==> src/hw/rtl/pts_pkg.sv <==
// Shared types and constants of the priority time-slice scheduler.
// No dependencies; imported by every module of the block.
package pts_pkg;

  localparam int unsigned SlotFieldW = 4;
  localparam int unsigned PrioW      = 8;
  localparam int unsigned CntW       = 9;
  localparam int unsigned TimeW      = 32;
  localparam int unsigned SecW       = 16;

  localparam logic [9:0] MsPerSec = 10'd1000;

  // Request codes on the input channel
  localparam logic [2:0] REQ_TICK    = 3'd0;
  localparam logic [2:0] REQ_SLEEP   = 3'd1;
  localparam logic [2:0] REQ_YIELD   = 3'd2;
  localparam logic [2:0] REQ_INSTALL = 3'd3;
  localparam logic [2:0] REQ_EXIT    = 3'd4;

  typedef enum logic [2:0] {
    OP_NOP,
    OP_TICK,
    OP_SLEEP,
    OP_YIELD,
    OP_INSTALL,
    OP_EXIT
  } op_e;

  typedef enum logic [1:0] {
    ST_READY   = 2'd0,
    ST_RUNNING = 2'd1,
    ST_SLEEP   = 2'd2,
    ST_EXITED  = 2'd3
  } status_e;

  typedef struct packed {
    logic [2:0]            req_type;
    logic [TimeW-1:0]      now_ms;
    logic [SlotFieldW-1:0] slot;
    logic [PrioW-1:0]      task_priority;
    logic [SecW-1:0]       sleep_seconds;
  } req_t;

  typedef struct packed {
    logic                  switched;
    logic [SlotFieldW-1:0] next_slot;
    logic [CntW-1:0]       next_counter;
    logic                  recomputed;
    logic                  idle_fallback;
  } res_t;

  // Classified request passed from the front end to the engine
  typedef struct packed {
    op_e                   op;
    logic [TimeW-1:0]      now_ms;
    logic [TimeW-1:0]      wake_ms;
    logic [SlotFieldW-1:0] slot;
    logic                  in_range;
    logic [PrioW-1:0]      prio;
  } cmd_t;

endpackage

==> src/hw/rtl/pts_front.sv <==
// Front end: accepts request transactions, decodes the kind, checks the slot
// range and precomputes the wake-up time. Depends on pts_pkg.
module pts_front import pts_pkg::*; #(
  parameter int unsigned NUM_SLOTS = 16
) (
  input  logic clk_i,
  input  logic rst_ni,
  input  logic in_valid_i,
  output logic in_ready_o,
  input  req_t in_data_i,
  output logic cmd_valid_o,
  input  logic cmd_ready_i,
  output cmd_t cmd_o
);

  logic        stg_valid_q, stg_valid_d;
  cmd_t        stg_q;
  cmd_t        dec;
  logic [25:0] sleep_ms;

  always_comb begin
    dec          = '0;
    sleep_ms     = 26'(in_data_i.sleep_seconds) * 26'(MsPerSec);
    dec.now_ms   = in_data_i.now_ms;
    dec.wake_ms  = in_data_i.now_ms + 32'(sleep_ms);
    dec.slot     = in_data_i.slot;
    dec.in_range = ({28'd0, in_data_i.slot} < 32'(NUM_SLOTS));
    dec.prio     = in_data_i.task_priority;
    case (in_data_i.req_type)
      REQ_TICK:    dec.op = OP_TICK;
      REQ_SLEEP:   dec.op = OP_SLEEP;
      REQ_YIELD:   dec.op = OP_YIELD;
      REQ_INSTALL: dec.op = OP_INSTALL;
      REQ_EXIT:    dec.op = OP_EXIT;
      default:     dec.op = OP_NOP;
    endcase
  end

  assign in_ready_o  = !stg_valid_q || cmd_ready_i;
  assign cmd_valid_o = stg_valid_q;
  assign cmd_o       = stg_q;

  always_comb begin
    stg_valid_d = stg_valid_q;
    if (cmd_ready_i) begin
      stg_valid_d = 1'b0;
    end
    if (in_valid_i && in_ready_o) begin
      stg_valid_d = 1'b1;
    end
  end

  always_ff @(posedge clk_i or negedge rst_ni) begin
    if (!rst_ni) begin
      stg_valid_q <= 1'b0;
    end else begin
      stg_valid_q <= stg_valid_d;
    end
  end

  always_ff @(posedge clk_i) begin
    if (in_valid_i && in_ready_o) begin
      stg_q <= dec;
    end
  end

endmodule

==> src/hw/rtl/pts_cmd_fifo.sv <==
// Short command queue between the front end and the engine.
// Depends on pts_pkg for the command type.
module pts_cmd_fifo import pts_pkg::*; #(
  parameter int unsigned DEPTH = 2
) (
  input  logic clk_i,
  input  logic rst_ni,
  input  logic push_valid_i,
  output logic push_ready_o,
  input  cmd_t push_data_i,
  output logic pop_valid_o,
  input  logic pop_ready_i,
  output cmd_t pop_data_o
);

  localparam int unsigned PtrW = (DEPTH > 1) ? $clog2(DEPTH) : 1;
  localparam int unsigned CntW = $clog2(DEPTH + 1);

  cmd_t            mem_q [DEPTH];
  logic [PtrW-1:0] wptr_q, wptr_d, rptr_q, rptr_d;
  logic [CntW-1:0] count_q, count_d;
  logic            push, pop;

  assign push_ready_o = (count_q != CntW'(DEPTH));
  assign pop_valid_o  = (count_q != '0);
  assign pop_data_o   = mem_q[rptr_q];
  assign push         = push_valid_i && push_ready_o;
  assign pop          = pop_valid_o && pop_ready_i;

  always_comb begin
    wptr_d  = wptr_q;
    rptr_d  = rptr_q;
    count_d = count_q;
    if (push) begin
      wptr_d = (wptr_q == PtrW'(DEPTH - 1)) ? '0 : wptr_q + 1'b1;
    end
    if (pop) begin
      rptr_d = (rptr_q == PtrW'(DEPTH - 1)) ? '0 : rptr_q + 1'b1;
    end
    if (push && !pop) begin
      count_d = count_q + 1'b1;
    end else if (pop && !push) begin
      count_d = count_q - 1'b1;
    end
  end

  always_ff @(posedge clk_i or negedge rst_ni) begin
    if (!rst_ni) begin
      wptr_q  <= '0;
      rptr_q  <= '0;
      count_q <= '0;
    end else begin
      wptr_q  <= wptr_d;
      rptr_q  <= rptr_d;
      count_q <= count_d;
    end
  end

  always_ff @(posedge clk_i) begin
    if (push) begin
      mem_q[wptr_q] <= push_data_i;
    end
  end

endmodule

==> src/hw/rtl/pts_engine.sv <==
// Back end: task table memories, scan sequencer and result register.
// Depends on pts_pkg.
module pts_engine import pts_pkg::*; #(
  parameter int unsigned NUM_SLOTS = 16
) (
  input  logic clk_i,
  input  logic rst_ni,
  input  logic cmd_valid_i,
  output logic cmd_ready_o,
  input  cmd_t cmd_i,
  output logic res_valid_o,
  input  logic res_ready_i,
  output res_t res_o
);

  localparam int unsigned SW = (NUM_SLOTS > 1) ? $clog2(NUM_SLOTS) : 1;
  localparam int unsigned IW = $clog2(NUM_SLOTS + 1);

  typedef enum logic [2:0] {
    S_IDLE,
    S_TICK_WR,
    S_SCAN,
    S_CHECK,
    S_FIN_RD,
    S_FIN_OUT
  } state_e;

  // Task table, one shared read address and one shared write address
  status_e          status_mem [NUM_SLOTS];
  logic [CntW-1:0]  cnt_mem    [NUM_SLOTS];
  logic [PrioW-1:0] prio_mem   [NUM_SLOTS];
  logic [TimeW-1:0] wake_mem   [NUM_SLOTS];

  status_e          st_rd_q;
  logic [CntW-1:0]  cnt_rd_q;
  logic [PrioW-1:0] prio_rd_q;
  logic [TimeW-1:0] wake_rd_q;

  logic [SW-1:0]    raddr, waddr;
  logic             st_we, cnt_we, prio_we, wake_we;
  status_e          st_wdata;
  logic [CntW-1:0]  cnt_wdata;
  logic [PrioW-1:0] prio_wdata;
  logic [TimeW-1:0] wake_wdata;

  state_e           state_q, state_d;
  logic [NUM_SLOTS-1:0] valid_q, valid_d;
  logic [SW-1:0]    cur_q, cur_d;
  logic [IW-1:0]    idx_q, idx_d;
  logic [SW-1:0]    pidx_q, pidx_d;
  logic             proc_q, proc_d;
  logic             pass_q, pass_d;
  logic             found_q, found_d;
  logic [CntW-1:0]  best_cnt_q, best_cnt_d;
  logic [SW-1:0]    best_idx_q, best_idx_d;
  logic [TimeW-1:0] now_q, now_d;
  logic             sw_q, sw_d, rec_q, rec_d, idle_q, idle_d;
  logic             res_valid_q, res_valid_d;
  res_t             res_q, res_d;

  logic [SW-1:0]    sidx;
  logic             eff_ready, recharge, better;
  logic [CntW-1:0]  eff_cnt, new_cnt;

  assign cmd_ready_o = (state_q == S_IDLE);
  assign res_valid_o = res_valid_q;
  assign res_o       = res_q;
  assign sidx        = SW'(cmd_i.slot);

  always_ff @(posedge clk_i) begin
    if (st_we) begin
      status_mem[waddr] <= st_wdata;
    end
    if (cnt_we) begin
      cnt_mem[waddr] <= cnt_wdata;
    end
    if (prio_we) begin
      prio_mem[waddr] <= prio_wdata;
    end
    if (wake_we) begin
      wake_mem[waddr] <= wake_wdata;
    end
    st_rd_q   <= status_mem[raddr];
    cnt_rd_q  <= cnt_mem[raddr];
    prio_rd_q <= prio_mem[raddr];
    wake_rd_q <= wake_mem[raddr];
  end

  // Evaluate the entry read in the previous cycle of a scan pass
  always_comb begin
    new_cnt  = 9'(prio_rd_q) + (cnt_rd_q >> 1);
    recharge = 1'b0;
    if (!pass_q) begin
      eff_ready = valid_q[pidx_q] && ((st_rd_q == ST_READY) ||
                  ((st_rd_q == ST_SLEEP) && (now_q > wake_rd_q)));
      eff_cnt   = cnt_rd_q;
    end else begin
      recharge  = valid_q[pidx_q] && (st_rd_q != ST_EXITED);
      eff_ready = valid_q[pidx_q] && (st_rd_q == ST_READY);
      eff_cnt   = recharge ? new_cnt : cnt_rd_q;
    end
    better = eff_ready && (!found_q || (eff_cnt > best_cnt_q));
  end

  always_comb begin
    state_d     = state_q;
    valid_d     = valid_q;
    cur_d       = cur_q;
    idx_d       = idx_q;
    pidx_d      = idx_q[SW-1:0];
    proc_d      = 1'b0;
    pass_d      = pass_q;
    found_d     = found_q;
    best_cnt_d  = best_cnt_q;
    best_idx_d  = best_idx_q;
    now_d       = now_q;
    sw_d        = sw_q;
    rec_d       = rec_q;
    idle_d      = idle_q;
    res_d       = res_q;
    res_valid_d = res_valid_q && !res_ready_i;
    raddr       = cur_q;
    waddr       = cur_q;
    st_we       = 1'b0;
    cnt_we      = 1'b0;
    prio_we     = 1'b0;
    wake_we     = 1'b0;
    st_wdata    = ST_SLEEP;
    cnt_wdata   = '0;
    prio_wdata  = cmd_i.prio;
    wake_wdata  = cmd_i.wake_ms;

    case (state_q)
      S_IDLE: begin
        if (cmd_valid_i) begin
          now_d      = cmd_i.now_ms;
          sw_d       = 1'b0;
          rec_d      = 1'b0;
          idle_d     = 1'b0;
          idx_d      = '0;
          pass_d     = 1'b0;
          found_d    = 1'b0;
          best_cnt_d = '0;
          best_idx_d = '0;
          state_d    = S_FIN_RD;
          case (cmd_i.op)
            OP_TICK: begin
              // counter of the current slot arrives next cycle
              if (valid_q[cur_q]) begin
                state_d = S_TICK_WR;
              end
            end
            OP_SLEEP: begin
              if (valid_q[cur_q]) begin
                wake_we = 1'b1;
                st_we   = 1'b1;
                sw_d    = 1'b1;
                state_d = S_SCAN;
              end
            end
            OP_YIELD: begin
              sw_d    = 1'b1;
              state_d = S_SCAN;
            end
            OP_INSTALL: begin
              if (cmd_i.in_range) begin
                waddr      = sidx;
                st_we      = 1'b1;
                st_wdata   = ST_READY;
                cnt_we     = 1'b1;
                cnt_wdata  = 9'(cmd_i.prio);
                prio_we    = 1'b1;
                wake_we    = 1'b1;
                wake_wdata = '0;
                valid_d[sidx] = 1'b1;
              end
            end
            OP_EXIT: begin
              if (cmd_i.in_range) begin
                waddr    = sidx;
                st_we    = 1'b1;
                st_wdata = ST_EXITED;
              end
            end
            default: begin
            end
          endcase
        end
      end

      S_TICK_WR: begin
        cnt_we = 1'b1;
        if (cnt_rd_q > 9'd1) begin
          cnt_wdata = cnt_rd_q - 9'd1;
          state_d   = S_FIN_RD;
        end else begin
          st_we   = 1'b1;
          sw_d    = 1'b1;
          state_d = S_SCAN;
        end
      end

      S_SCAN: begin
        if (idx_q < IW'(NUM_SLOTS)) begin
          raddr  = idx_q[SW-1:0];
          idx_d  = idx_q + 1'b1;
          proc_d = 1'b1;
        end
        if (proc_q) begin
          waddr = pidx_q;
          if (!pass_q) begin
            // wake a due sleeper in place
            st_we    = valid_q[pidx_q] && (st_rd_q == ST_SLEEP) && (now_q > wake_rd_q);
            st_wdata = ST_READY;
          end else begin
            cnt_we    = recharge;
            cnt_wdata = new_cnt;
          end
          if (better) begin
            found_d    = 1'b1;
            best_cnt_d = eff_cnt;
            best_idx_d = pidx_q;
          end
        end
        if (idx_q == IW'(NUM_SLOTS)) begin
          state_d = S_CHECK;
        end
      end

      S_CHECK: begin
        if (!pass_q && found_q && (best_cnt_q == '0)) begin
          pass_d     = 1'b1;
          rec_d      = 1'b1;
          idx_d      = '0;
          found_d    = 1'b0;
          best_cnt_d = '0;
          best_idx_d = '0;
          state_d    = S_SCAN;
        end else begin
          st_wdata = ST_RUNNING;
          if (!found_q) begin
            idle_d = 1'b1;
            cur_d  = '0;
            waddr  = '0;
            st_we  = valid_q[0];
          end else begin
            cur_d = best_idx_q;
            waddr = best_idx_q;
            st_we = 1'b1;
          end
          state_d = S_FIN_RD;
        end
      end

      S_FIN_RD: begin
        state_d = S_FIN_OUT;
      end

      S_FIN_OUT: begin
        if (!res_valid_q || res_ready_i) begin
          res_d.switched      = sw_q;
          res_d.next_slot     = 4'(cur_q);
          res_d.next_counter  = valid_q[cur_q] ? cnt_rd_q : '0;
          res_d.recomputed    = rec_q;
          res_d.idle_fallback = idle_q;
          res_valid_d         = 1'b1;
          state_d             = S_IDLE;
        end
      end

      default: begin
        state_d = S_IDLE;
      end
    endcase
  end

  always_ff @(posedge clk_i or negedge rst_ni) begin
    if (!rst_ni) begin
      state_q     <= S_IDLE;
      valid_q     <= '0;
      cur_q       <= '0;
      idx_q       <= '0;
      pidx_q      <= '0;
      proc_q      <= 1'b0;
      pass_q      <= 1'b0;
      found_q     <= 1'b0;
      best_cnt_q  <= '0;
      best_idx_q  <= '0;
      sw_q        <= 1'b0;
      rec_q       <= 1'b0;
      idle_q      <= 1'b0;
      res_valid_q <= 1'b0;
    end else begin
      state_q     <= state_d;
      valid_q     <= valid_d;
      cur_q       <= cur_d;
      idx_q       <= idx_d;
      pidx_q      <= pidx_d;
      proc_q      <= proc_d;
      pass_q      <= pass_d;
      found_q     <= found_d;
      best_cnt_q  <= best_cnt_d;
      best_idx_q  <= best_idx_d;
      sw_q        <= sw_d;
      rec_q       <= rec_d;
      idle_q      <= idle_d;
      res_valid_q <= res_valid_d;
    end
  end

  always_ff @(posedge clk_i) begin
    now_q <= now_d;
    res_q <= res_d;
  end

  a_flags_need_switch: assert property (@(posedge clk_i) disable iff (!rst_ni)
    res_valid_q |-> (res_q.switched || (!res_q.recomputed && !res_q.idle_fallback)))
    else $error("recharge or fallback flagged without a scheduling decision");

  a_fallback_slot_zero: assert property (@(posedge clk_i) disable iff (!rst_ni)
    (res_valid_q && res_q.idle_fallback) |-> (res_q.next_slot == '0))
    else $error("idle fallback did not select slot zero");

  a_recharge_once: assert property (@(posedge clk_i) disable iff (!rst_ni)
    (state_q == S_CHECK && pass_q) |=> (state_q == S_FIN_RD))
    else $error("second pick did not end the decision");

  a_winner_valid: assert property (@(posedge clk_i) disable iff (!rst_ni)
    (state_q == S_CHECK && found_q) |-> valid_q[best_idx_q])
    else $error("picked slot is not installed");

endmodule

==> src/hw/rtl/priority_timeslice_scheduler.sv <==
// Priority time-slice scheduler over a table of task slots.
//
// Input channel in_valid_i/in_ready_o carries one request (tick, sleep,
// yield, install, exit) with the current time; output channel
// out_valid_o/out_ready_i returns exactly one result per request, in order.
// The front end registers and decodes a request, a two-entry queue decouples
// it from the engine, and the engine handles one request at a time.
// Install, exit and unused kinds and a tick that does not expire need no
// scan. A scheduling request (a yield, a sleep on an installed slot or an
// expiring tick) scans the slot table once, one slot per cycle through the
// single table read port, and a second time when counters are recharged.
// Front end and queue overlap the engine, so they take new requests while
// it is busy with an earlier one.
// Reset empties the queue, clears all valid bits (every slot reads as
// exited) and selects slot 0. No clearing pass runs after reset.
// When the receiver stalls, the result register holds; engine, queue and front
// end still take up to QUEUE_DEPTH + 2 more requests before in_ready_o drops.
// Depends on pts_pkg, pts_front, pts_cmd_fifo and pts_engine.
module priority_timeslice_scheduler import pts_pkg::*; #(
  parameter int unsigned NUM_SLOTS   = 16,
  parameter int unsigned QUEUE_DEPTH = 2
) (
  input  logic clk_i,
  input  logic rst_ni,
  input  logic in_valid_i,
  output logic in_ready_o,
  input  req_t in_data_i,
  output logic out_valid_o,
  input  logic out_ready_i,
  output res_t out_data_o
);

  logic f_valid, f_ready;
  cmd_t f_cmd;
  logic q_valid, q_ready;
  cmd_t q_cmd;

  pts_front #(
    .NUM_SLOTS(NUM_SLOTS)
  ) u_front (
    .clk_i      (clk_i),
    .rst_ni     (rst_ni),
    .in_valid_i (in_valid_i),
    .in_ready_o (in_ready_o),
    .in_data_i  (in_data_i),
    .cmd_valid_o(f_valid),
    .cmd_ready_i(f_ready),
    .cmd_o      (f_cmd)
  );

  pts_cmd_fifo #(
    .DEPTH(QUEUE_DEPTH)
  ) u_queue (
    .clk_i       (clk_i),
    .rst_ni      (rst_ni),
    .push_valid_i(f_valid),
    .push_ready_o(f_ready),
    .push_data_i (f_cmd),
    .pop_valid_o (q_valid),
    .pop_ready_i (q_ready),
    .pop_data_o  (q_cmd)
  );

  pts_engine #(
    .NUM_SLOTS(NUM_SLOTS)
  ) u_engine (
    .clk_i      (clk_i),
    .rst_ni     (rst_ni),
    .cmd_valid_i(q_valid),
    .cmd_ready_o(q_ready),
    .cmd_i      (q_cmd),
    .res_valid_o(out_valid_o),
    .res_ready_i(out_ready_i),
    .res_o      (out_data_o)
  );

endmodule

==> config.mk <==
export PLATFORM = sky130hd
export DESIGN_NAME = priority_timeslice_scheduler
export DESIGN_NICKNAME = d
export VERILOG_FILES = /design/src/hw/rtl/pts_pkg.sv /design/src/hw/rtl/pts_front.sv /design/src/hw/rtl/pts_cmd_fifo.sv /design/src/hw/rtl/pts_engine.sv /design/src/hw/rtl/priority_timeslice_scheduler.sv
export SDC_FILE = /design/constraint.sdc
export NUM_CORES = 1
export LEC_CHECK = 0
export BUFFER_PORTS_ARGS = -buffer_cell sky130_fd_sc_hd__buf_2
export CAP_MARGIN = 20
export CORE_MARGIN = 1.5
export CORE_UTILIZATION = 60
export DETAILED_ROUTE_END_ITERATION = 8
export GPL_ROUTABILITY_DRIVEN = 0
export PLACE_DENSITY = 0.77
export SLEW_MARGIN = 10
export SYNTH_ARGS = -nofsm -noshare
export SYNTH_HDL_FRONTEND = slang
export SYNTH_SLANG_ARGS = --single-unit
==> constraint.sdc <==
create_clock -name clk_i -period 10.17 [get_ports clk_i]
set_clock_uncertainty 0.05 [all_clocks]
set_input_delay 2.034 -clock clk_i [delete_from_list [all_inputs] [get_ports clk_i]]
set_output_delay 2.034 -clock clk_i [all_outputs]
set_load 0.03 [all_outputs]
After elaboration in Yosys (flattened, before gate mapping)
Memories as Yosys holds them, arrays and structs flattened. A register that Yosys moved wholly into a read port is not among the register bits. Index checks and enable logic that the tools add are counted.

Bits in registers: 183. Bits in writable memories: 974. Input port bits: 67. Output and inout port bits: 18. Word-level logic and storage cells: 240. Memories: 5.

Add/subtract/negate cells: 8. $mul: 1. $lt $le $gt $ge: 8. Equality and inequality tests: 28. Multiplexer cells: 114. Bitwise operators: 1. Reduce and logical (&&, ||, !) cells: 47.

Memory list: u_engine.wake_mem (depth 16, bits a word 32, rd ports 1, clocked after memory_dff 1, write ports 1, RTL line pts_engine.sv:32) `logic [TimeW-1:0] wake_mem [NUM_SLOTS];`; u_queue.mem_q (depth 2, bits a word 79, rd ports 1, clocked after memory_dff 0, write ports 1, RTL line pts_cmd_fifo.sv:19) `cmd_t mem_q [DEPTH];`; u_engine.cnt_mem (depth 16, bits a word 9, rd ports 1, clocked after memory_dff 1, write ports 1, RTL line pts_engine.sv:30) `logic [CntW-1:0] cnt_mem [NUM_SLOTS];`; u_engine.prio_mem (depth 16, bits a word 8, rd ports 1, clocked after memory_dff 1, write ports 1, RTL line pts_engine.sv:31) `logic [PrioW-1:0] prio_mem [NUM_SLOTS];`; u_engine.status_mem (depth 16, bits a word 2, rd ports 1, clocked after memory_dff 1, write ports 1, RTL line pts_engine.sv:29) `status_e status_mem [NUM_SLOTS];`.

Operator list (number): $mux W32 (4); $mux W9 (11); $pmux W9 S3 (2); $mux W4 (12); $mux W1 (47); $add A32 B26 Y32 (1); $gt A32 B32 Y1 (1); $pmux W4 S3 (2); $mul A16 B7 Y23 const B (1); $mux W3 (7); $eq A3 B2 Y1 const B (6); $pmux W3 S6 (1); $logic_and A1 B1 Y1 (16); $or A16 B16 Y16 (1); $eq A3 B3 Y1 const B (5); $lt A4 B5 Y1 const B (3); $mux W5 (3); $pmux W3 S5 (1); $pmux W5 S3 (1); $mux W2 (7); $ne A2 B1 Y1 const B (7); $pmux W1 S2 (6); $reduce_and A4 Y1 (3); $ne A2 B2 Y1 const B (5); 32 further kinds (54).

Logic depth before layout (Yosys ltp)
Gate-level depths: netlist of the first run.

Word-level depth: 11. Mapped depth: 24.

Hierarchy
From an unflattened synthesis of the first run, not the netlist that was laid out.

Cells, all modules: 2985. Area, all modules: 51496.9 µm².

Modules (own cells, without submodules): pts_engine (times used 1, cells each 2099, area each 38475.7 µm², sequential area each 28242.1 µm²); pts_front (times used 1, cells each 619, area each 6653.9 µm², sequential area each 2307.2 µm²); pts_cmd_fifo (times used 1, cells each 267, area each 6367.4 µm², sequential area each 4904.7 µm²).

Worst setup path after synthesis of the first run
No wires, ideal clock.

Path kind: input-to-reg. From: input port in_data_i[3] (netlist name). To: register u_front.stg_q (netlist bit u_front.cmd_o[41]) (data pin). Arrival time: 7.589 ns. Required time: 9.854 ns. Setup slack: 2.265 ns. Stages: 23. Path through: inv_1 fa_1 fa_1 fa_1 fa_1 inv_1 ha_1 a21oi_1 o21ai_0 o21a_1 a31o_2 a21o_1 a21oi_1 xnor2_1 ha_1 or3_1 o21ai_0 o31ai_1 a21oi_1 o21ai_1 a2111oi_1 nor3_1 xor2_1.

RTL lines: start, declared (RTL line priority_timeslice_scheduler.sv:27) `input req_t in_data_i,`; end signal, assigned (RTL line pts_front.sv:63) `stg_q <= dec;`; end, declared (RTL line pts_front.sv:17) `cmd_t stg_q;`.

==> qor.yml, run 1 <==
run:
  cap_violations: 0
sta:
  setup_viol: 0
  period_needed_ns: 8.20
  layout_worst_path_cycle_share: 0.806
  slew_headroom: 0.243
  slew_viol_final: 0
  finalHoldViolCount: 0
  tightest_slew_ns: 1.14
  rsz0062_at_grt: "no"
  tns_ns: 0
  max_freq_ghz: 0.122
route:
  drt-pass1-iter-count: 6
  final_antenna_net_count: 0
  first_iter_violations: 2477
  vias: 27755
  wl_per_cell_um: 24.0
  drcViolationCount: 0
  finalWirelength_mm: 111
  routed_via_density: 6.02
synth:
  syn_inst: 3233
  synthFlopType: "edfxtp_1"
  netlist_top_cells_count: "edfxtp_1, mux2i_1, nor2_1, inv_1, ha_1"
  synthTopCellsByArea: "edfxtp_1, mux2i_1, ha_1, dfrtp_1, fa_1"
  syn_avg_cell_area_sq_um: 16.2
  synth_edf_count: 1092
  synth_most_common_cell: "edfxtp_1"
  synthArstFlopShare: 0.0467
  yosysWarnings: 0
  synth_top_area_frac: 0.628
  yosysSeqAreaShare: 0.674
  syn-cell-area_sq_um: 52200
  yosysTopAreaCell: "edfxtp_1"
  syn-num-nets: 3485
  ys_types: 92
  synth-seq-cells: 1199
setup_path:
  path_depth: 24
  cp_max_fo: 5
  arrival_ns: 8.58
  worstRegToRegCells: 9
  path_buf_inv: 3
  crit_top_cell: "fa_1"
  path_class: "in -> reg"
  worstPathRequired_ns: 10.55
  slowest_delay_ns: 0.69
  path_cells: "buf_2 > inv_1 > fa_1 > fa_1 > fa_1 > fa_1 > inv_1 > ha_1 > a21oi_1 > nor3b_1 > a211oi_1 > o21ai_1 > nand2b_1 > a21oi_1 > xnor2_1 > ha_1 > and3_1 > a41oi_1 > o31ai_1 > a21oi_1 > o21ai_1 > a2111oi_1 > nor3_1 > xor2_1"
  startpoint_type: "input pin"
  endpoint_kind: "register"
  cp_slowest_cell: "a2111oi_1"
  cp_top_family: "adder cells"
hold_path:
  hold_depth: 0
  hold_path_class: "reg -> reg"
cts:
  clk_latency_ns: 0.70
  htree_levels: 3
  cts-root-buf: "clkbuf_16"
  cts_made_buffers: 112
  clk_path_buf_depth: 3
  holdBufCountCts: 0
  clock-sinks: 1199
  post_cts_buffers: 0
  cts_resized: 0
  path_clk_slew_ns: 0.06
  cts_tree: "done"
die:
  ios: 85
  rows: 108
  start_util: 0.604
  die-area_sq_um: 88900
  die_height_um: 298
  chipWidth_um: 298
  core_area_sq_um: 86500
final_layout:
  area_growth_pct: 10.8
  drive_above_1_share: 0.125
  nFillCells: 5772
  final_nets: 3608
  antenna_cells: 0
  final_cell_area_sq_um: 57900
  finish.utilization: 0.669
placed_design:
  portBuffers: 84
  hpwl_mm: 66.8
  placed_area_sq_um: 54000
global_routing:
  grt-ovfl-total: 0
  grt_pass1_vias: 28714
  grt_pass1_wl_mm: 168
  grt_max_degree: 153
  grt_usage: 0.249
  antenna_found_initial: 4
status:
  status: "finished, final reports clean"
pwr:
  power_leakage_nw: 25.3
  ir_drop_mv: 0.207
  p_per_area_nw_per_um2: 280
==> cell families (layout without fill, tap and decap cells) <==
kind of cell             Yosys count  after routing  synth area share
XOR/XNOR                          60             60            0.0101
AND/OR/NAND/NOR                  403            403            0.0375
AO/OA/AOI/OAI                    243            243            0.0333
adder cells (fa/ha/maj)          185            185            0.0524
flip-flops                      1199           1199             0.674
buffers and inverters            275            498            0.0231
multiplexers                     868            868             0.170
==> cell type report <==
class,instances,area (sq um),share of cell area
Sequential cell,1199,35200,0.609
Multi-Input combinational cell,1759,16000,0.277
Clock buffer,150,3090,0.0533
Tap cell,1155,1450,0.0250
Timing Repair Buffer,131,835,0.0144
Clock inverter,64,684,0.0118
Inverter,153,574,0.00992
==> flip-flops by register name, summed over array words and instances, names as in the netlist, 4 cells and up <==
register / flops
u_engine.valid_q: 16
u_engine.status_mem: 32
u_engine.wake_mem: 512
u_engine.wake_rd_q: 32
u_engine.now_q: 32
u_engine.cur_q: 4
u_engine.res_o: 16
u_queue.mem_q: 152
u_engine.cnt_rd_q: 9
u_engine.prio_mem: 128
u_engine.pidx_q: 4
u_front.cmd_o: 76
u_engine.cnt_mem: 144
u_engine.best_idx_q: 4
u_engine.best_cnt_q: 9
u_engine.prio_rd_q: 8
u_engine.idx_q: 5
==> path summary, 6_finish.rpt <==
| path | slack [ns] | startpoint | to |
|---|---|---|---|
| worst max-delay path | 1.97 | in_data_i[2] | u_front.cmd_o[43]$_DFFE_PP_ |
| worst min-delay path | 0.39 | u_front.cmd_o[62]$_DFFE_PP_ | u_queue.mem_q[0][61]$_DFFE_PP_ |
| worst max register to register | 5.18 | u_queue.rptr_q$_DFFE_PN0P_ | u_engine.wake_mem[3][2]$_DFFE_PP_ |
| worst min register to register | 0.39 | u_front.cmd_o[62]$_DFFE_PP_ | u_queue.mem_q[0][61]$_DFFE_PP_ |
| max in group asynchronous | 8.10 | rst_ni | u_queue.rptr_q$_DFFE_PN0P_ |
| min in group asynchronous | 1.43 | rst_ni | u_queue.count_q[1]$_DFFE_PN0P_ |
==> power breakdown <==
group | leakage [nW] | internal [W] | total [W] | switching (W)
Clock | 1.83 | 0.00242 | 0.00419 | 0.00177
Sequential | 11.2 | 0.00670 | 0.00703 | 0.000329
Combinational | 12.3 | 0.00181 | 0.00496 | 0.00316
Total | 25.3 | 0.0109 | 0.0162 | 0.00526
==> layout by cell type (no fill, tap or decap), types with 34 or more instances in the layout <==
cell	count
buf_2	84
fa_1	56
a21oi_1	50
clkbuf_16	113
buf_4	42
inv_1	150
ha_1	129
dfrtp_1	55
nand2_1	87
mux2i_1	805
nor2_1	134
edfxtp_1	1092
dfxtp_1	51
xnor2_1	40
o21ai_0	34
mux2_2	48
==> through the flow <==
step,hold slack (ns),total power (W),worst slack [ns],cells
after floorplan,0.347,0.0105,2.27,3233
after global placement,0.371,0.0117,1.60,4394
after detailed placement,0.381,0.0120,1.32,4394
after CTS,0.395,0.0162,2.06,4608
after global routing,0.402,0.0169,1.52,4611
final,0.394,0.0162,1.97,4611
==> per-layer routing <==
layer	GRT usage	up-vias	part of all wire
li1	-	12511	-
met1	0.323	13997	0.40
met2	0.430	1018	0.51
met3	0.0383	223	0.062
met4	0.0873	6	0.029
met5	0	-	0.00024
Power figures use the tool's default switching activity.
==> run 2, diff against run 1 <==
--- a/config.mk
+++ b/config.mk
@@ -5,6 +5,7 @@
 export SDC_FILE = /design/constraint.sdc
 export NUM_CORES = 1
 export LEC_CHECK = 0
+export ABC_AREA = 1
 export BUFFER_PORTS_ARGS = -buffer_cell sky130_fd_sc_hd__buf_2
 export CAP_MARGIN = 20
 export CORE_MARGIN = 1.5
==> constraint.sdc (replaced) <==
create_clock -name clk_i -period 8.6 [get_ports clk_i]
set_clock_uncertainty 0.05 [all_clocks]
set_input_delay 1.72 -clock clk_i [delete_from_list [all_inputs] [get_ports clk_i]]
set_output_delay 1.72 -clock clk_i [all_outputs]
set_load 0.03 [all_outputs]
==> qor.yml, run 2 <==
synth:
  synth_edf_count: 1092
  synth-seq-cells: 1199
  synth_most_common_cell: "edfxtp_1"
  ys_types: 53
  yosysWarnings: 0
  synthTopCellsByArea: "edfxtp_1, nand2_1, o211ai_1, o21ai_0, nor2_1"
  syn_avg_cell_area_sq_um: 12.4
  syn-cell-area_sq_um: 51800
  yosysSeqAreaShare: 0.679
  syn_inst: 4167
  syn-num-nets: 4419
  yosysTopAreaCell: "edfxtp_1"
  netlist_top_cells_count: "edfxtp_1, nand2_1, nor2_1, o21ai_0, inv_1"
  synthArstFlopShare: 0.0467
  synth_top_area_frac: 0.632
  synthFlopType: "edfxtp_1"
setup_path:
  worstRegToRegCells: 13
  arrival_ns: 7.39
  critPathCapture: "u_front.cmd_o[41]$_DFFE_PP_"
  worstPathRequired_ns: 8.99
  r2r-end: "u_engine.cnt_mem[5][7]$_DFFE_PP_"
  timing.critical_path.from: "in_data_i[0]"
  reg2reg_from: "u_queue.rptr_q$_DFFE_PN0P_"
  cp_max_fo: 5
  endpoint_kind: "register"
  reg2reg_setup_slack_ns: 3.89
  startpoint_type: "input pin"
  path_class: "in -> reg"
final_layout:
  multiInputGateArea_sq_um: 14700
  largest_reg_flops: 512
  register_area_sq_um: 35200
  drive_above_1_share: 0.0882
  layout_common_cells: "edfxtp_1, nand2_1, nor2_1"
  nFillCells: 5981
  layout.cells.most_common: "edfxtp_1"
  finish.utilization: 0.666
  final_nets: 4467
  area_growth_pct: 9.79
  largest_registers: "u_engine.wake_mem x512, u_queue.mem_q x152, u_engine.cnt_mem x144"
  instances_no_fill: 5455
  top_register: "u_engine.wake_mem"
cts:
  clk_latency_ns: 0.69
  cts-root-buf: "clkbuf_16"
  holdBufCountCts: 0
  htree_levels: 3
  cts_made_buffers: 112
  cts_resized: 0
  clock-sinks: 1199
  cts_tree: "done"
  post_cts_buffers: 0
  clk_path_buf_depth: 3
  path_clk_slew_ns: 0.07
die:
  start_util: 0.607
  core_area_sq_um: 85400
  rows: 107
  die-area_sq_um: 88200
  chipWidth_um: 297
  die_height_um: 297
  ios: 85
route:
  final_antenna_net_count: 0
  drt-pass1-iter-count: 6
  first_iter_violations: 4353
  drcViolationCount: 0
  finalWirelength_mm: 124
  vias: 33404
  wl_per_cell_um: 22.7
  routed_via_density: 6.12
sta:
  max_freq_ghz: 0.143
  finalHoldViolCount: 0
  slew_viol_final: 0
  setup_viol: 0
  tightest_slew_ns: 1.13
  rsz0062_at_grt: "no"
  slew_headroom: 0.242
  period_needed_ns: 7.00
  setup_ws_ns: 1.60
  whs_ns: 0.392
  layout_worst_path_cycle_share: 0.814
  tns_ns: 0
hold_path:
  hold_path_class: "reg -> reg"
placed_design:
  portBuffers: 84
  hpwl_mm: 70.9
  dp_slack_ns: 0.973
  placed_cells: 5237
global_routing:
  grt_max_degree: 190
  grt-ovfl-total: 0
  grt_usage: 0.277
  antenna_found_initial: 7
  grt_pass1_vias: 32789
  grt_pass1_wl_mm: 188
pwr:
  power_leakage_nw: 20.5
  p_per_area_nw_per_um2: 349
  ir_drop_mv: 0.327
run:
  cap_violations: 0
status:
  status: "finished, final reports clean"
## run 2: report_power, final
group	switching [W]	internal (W)	leakage, nW	total, W
sequential	0.000348	0.00812	11.2	0.00846
combinational	0.00463	0.00192	7.50	0.00655
clock	0.00211	0.00276	1.78	0.00487
total	0.00709	0.0128	20.5	0.0199
## run 2: worst min path at each step
stage | endpoint | startpoint | slack [ns] | cells after the start
global route | u_engine.pidx_q[1]$_DFF_PN0_ | u_engine.idx_q[1]$_DFFE_PN0P_ | 0.40 | 0
CTS | u_queue.mem_q[0][32]$_DFFE_PP_ | u_front.cmd_o[33]$_DFFE_PP_ | 0.39 | 0
global placement | u_queue.mem_q[0][75]$_DFFE_PP_ | u_front.cmd_o[76]$_DFFE_PP_ | 0.37 | 0
floorplan | u_engine.pidx_q[3]$_DFF_PN0_ | u_engine.idx_q[3]$_DFFE_PN0P_ | 0.34 | 0
finish | u_queue.mem_q[0][32]$_DFFE_PP_ | u_front.cmd_o[33]$_DFFE_PP_ | 0.39 | 0
detailed placement | u_queue.mem_q[0][32]$_DFFE_PP_ | u_front.cmd_o[33]$_DFFE_PP_ | 0.38 | 0
## run 2: final cells by class
cell class                 instances  area share
clock buffer                     152      0.0549
sequential                      1199       0.619
clock inverter                    56     0.00906
tap                             1144      0.0251
timing repair buffer             136      0.0145
antenna                            2   0.0000879
inverter                         289      0.0194
multi-input combinational       2477       0.258
## run 2: logic make-up (layout without fill, tap and decap cells)
logic type               after synthesis  count (layout)  share of synthesized area
AND/OR/NAND/NOR                     1372            1372                      0.114
flip-flops                          1199            1199                      0.679
AO/OA/AOI/OAI                        864             864                      0.104
buffers and inverters                491             633                     0.0405
adder cells (fa/ha/maj)              185             185                     0.0528
XOR/XNOR                              56              56                    0.00946
other                                  0               2                          0
## run 2: worst max-delay path: stages
cell and delay [ns]:
buf_2 0.14, fa_1 0.53, fa_1 0.55, inv_1 0.06
fa_1 0.47, fa_1 0.51, inv_1 0.04, ha_1 0.34
nand2_1 0.08, nor2_1 0.04, a211oi_1 0.36, o21ai_0 0.29
a21boi_0 0.42, o21ai_0 0.16, xor2_1 0.17, ha_1 0.37
nand2_1 0.14, nor2_1 0.17, nand2_1 0.07, o21ai_0 0.42
nand2_1 0.13, xor2_1 0.17
## run 2: routing by layer
metal	wire length (um)	global-route usage	up-vias
met5	44	0	-
met4	2940	0.0808	6
met3	12800	0.0546	244
met2	58600	0.442	1802
met1	49300	0.390	16252
li1	-	-	15100
## run 2: stage by stage
| stage | cell area, sq um | total power, W |
|---|---|---|
| 2_1_floorplan | 51800 | 0.0131 |
| 3_3_place_gp | 53200 | 0.0147 |
| 3_5_place_dp | 53200 | 0.0149 |
| 4_1_cts | 56900 | 0.0198 |
| 5_1_grt | 56900 | 0.0209 |
| 6_report | 56900 | 0.0199 |
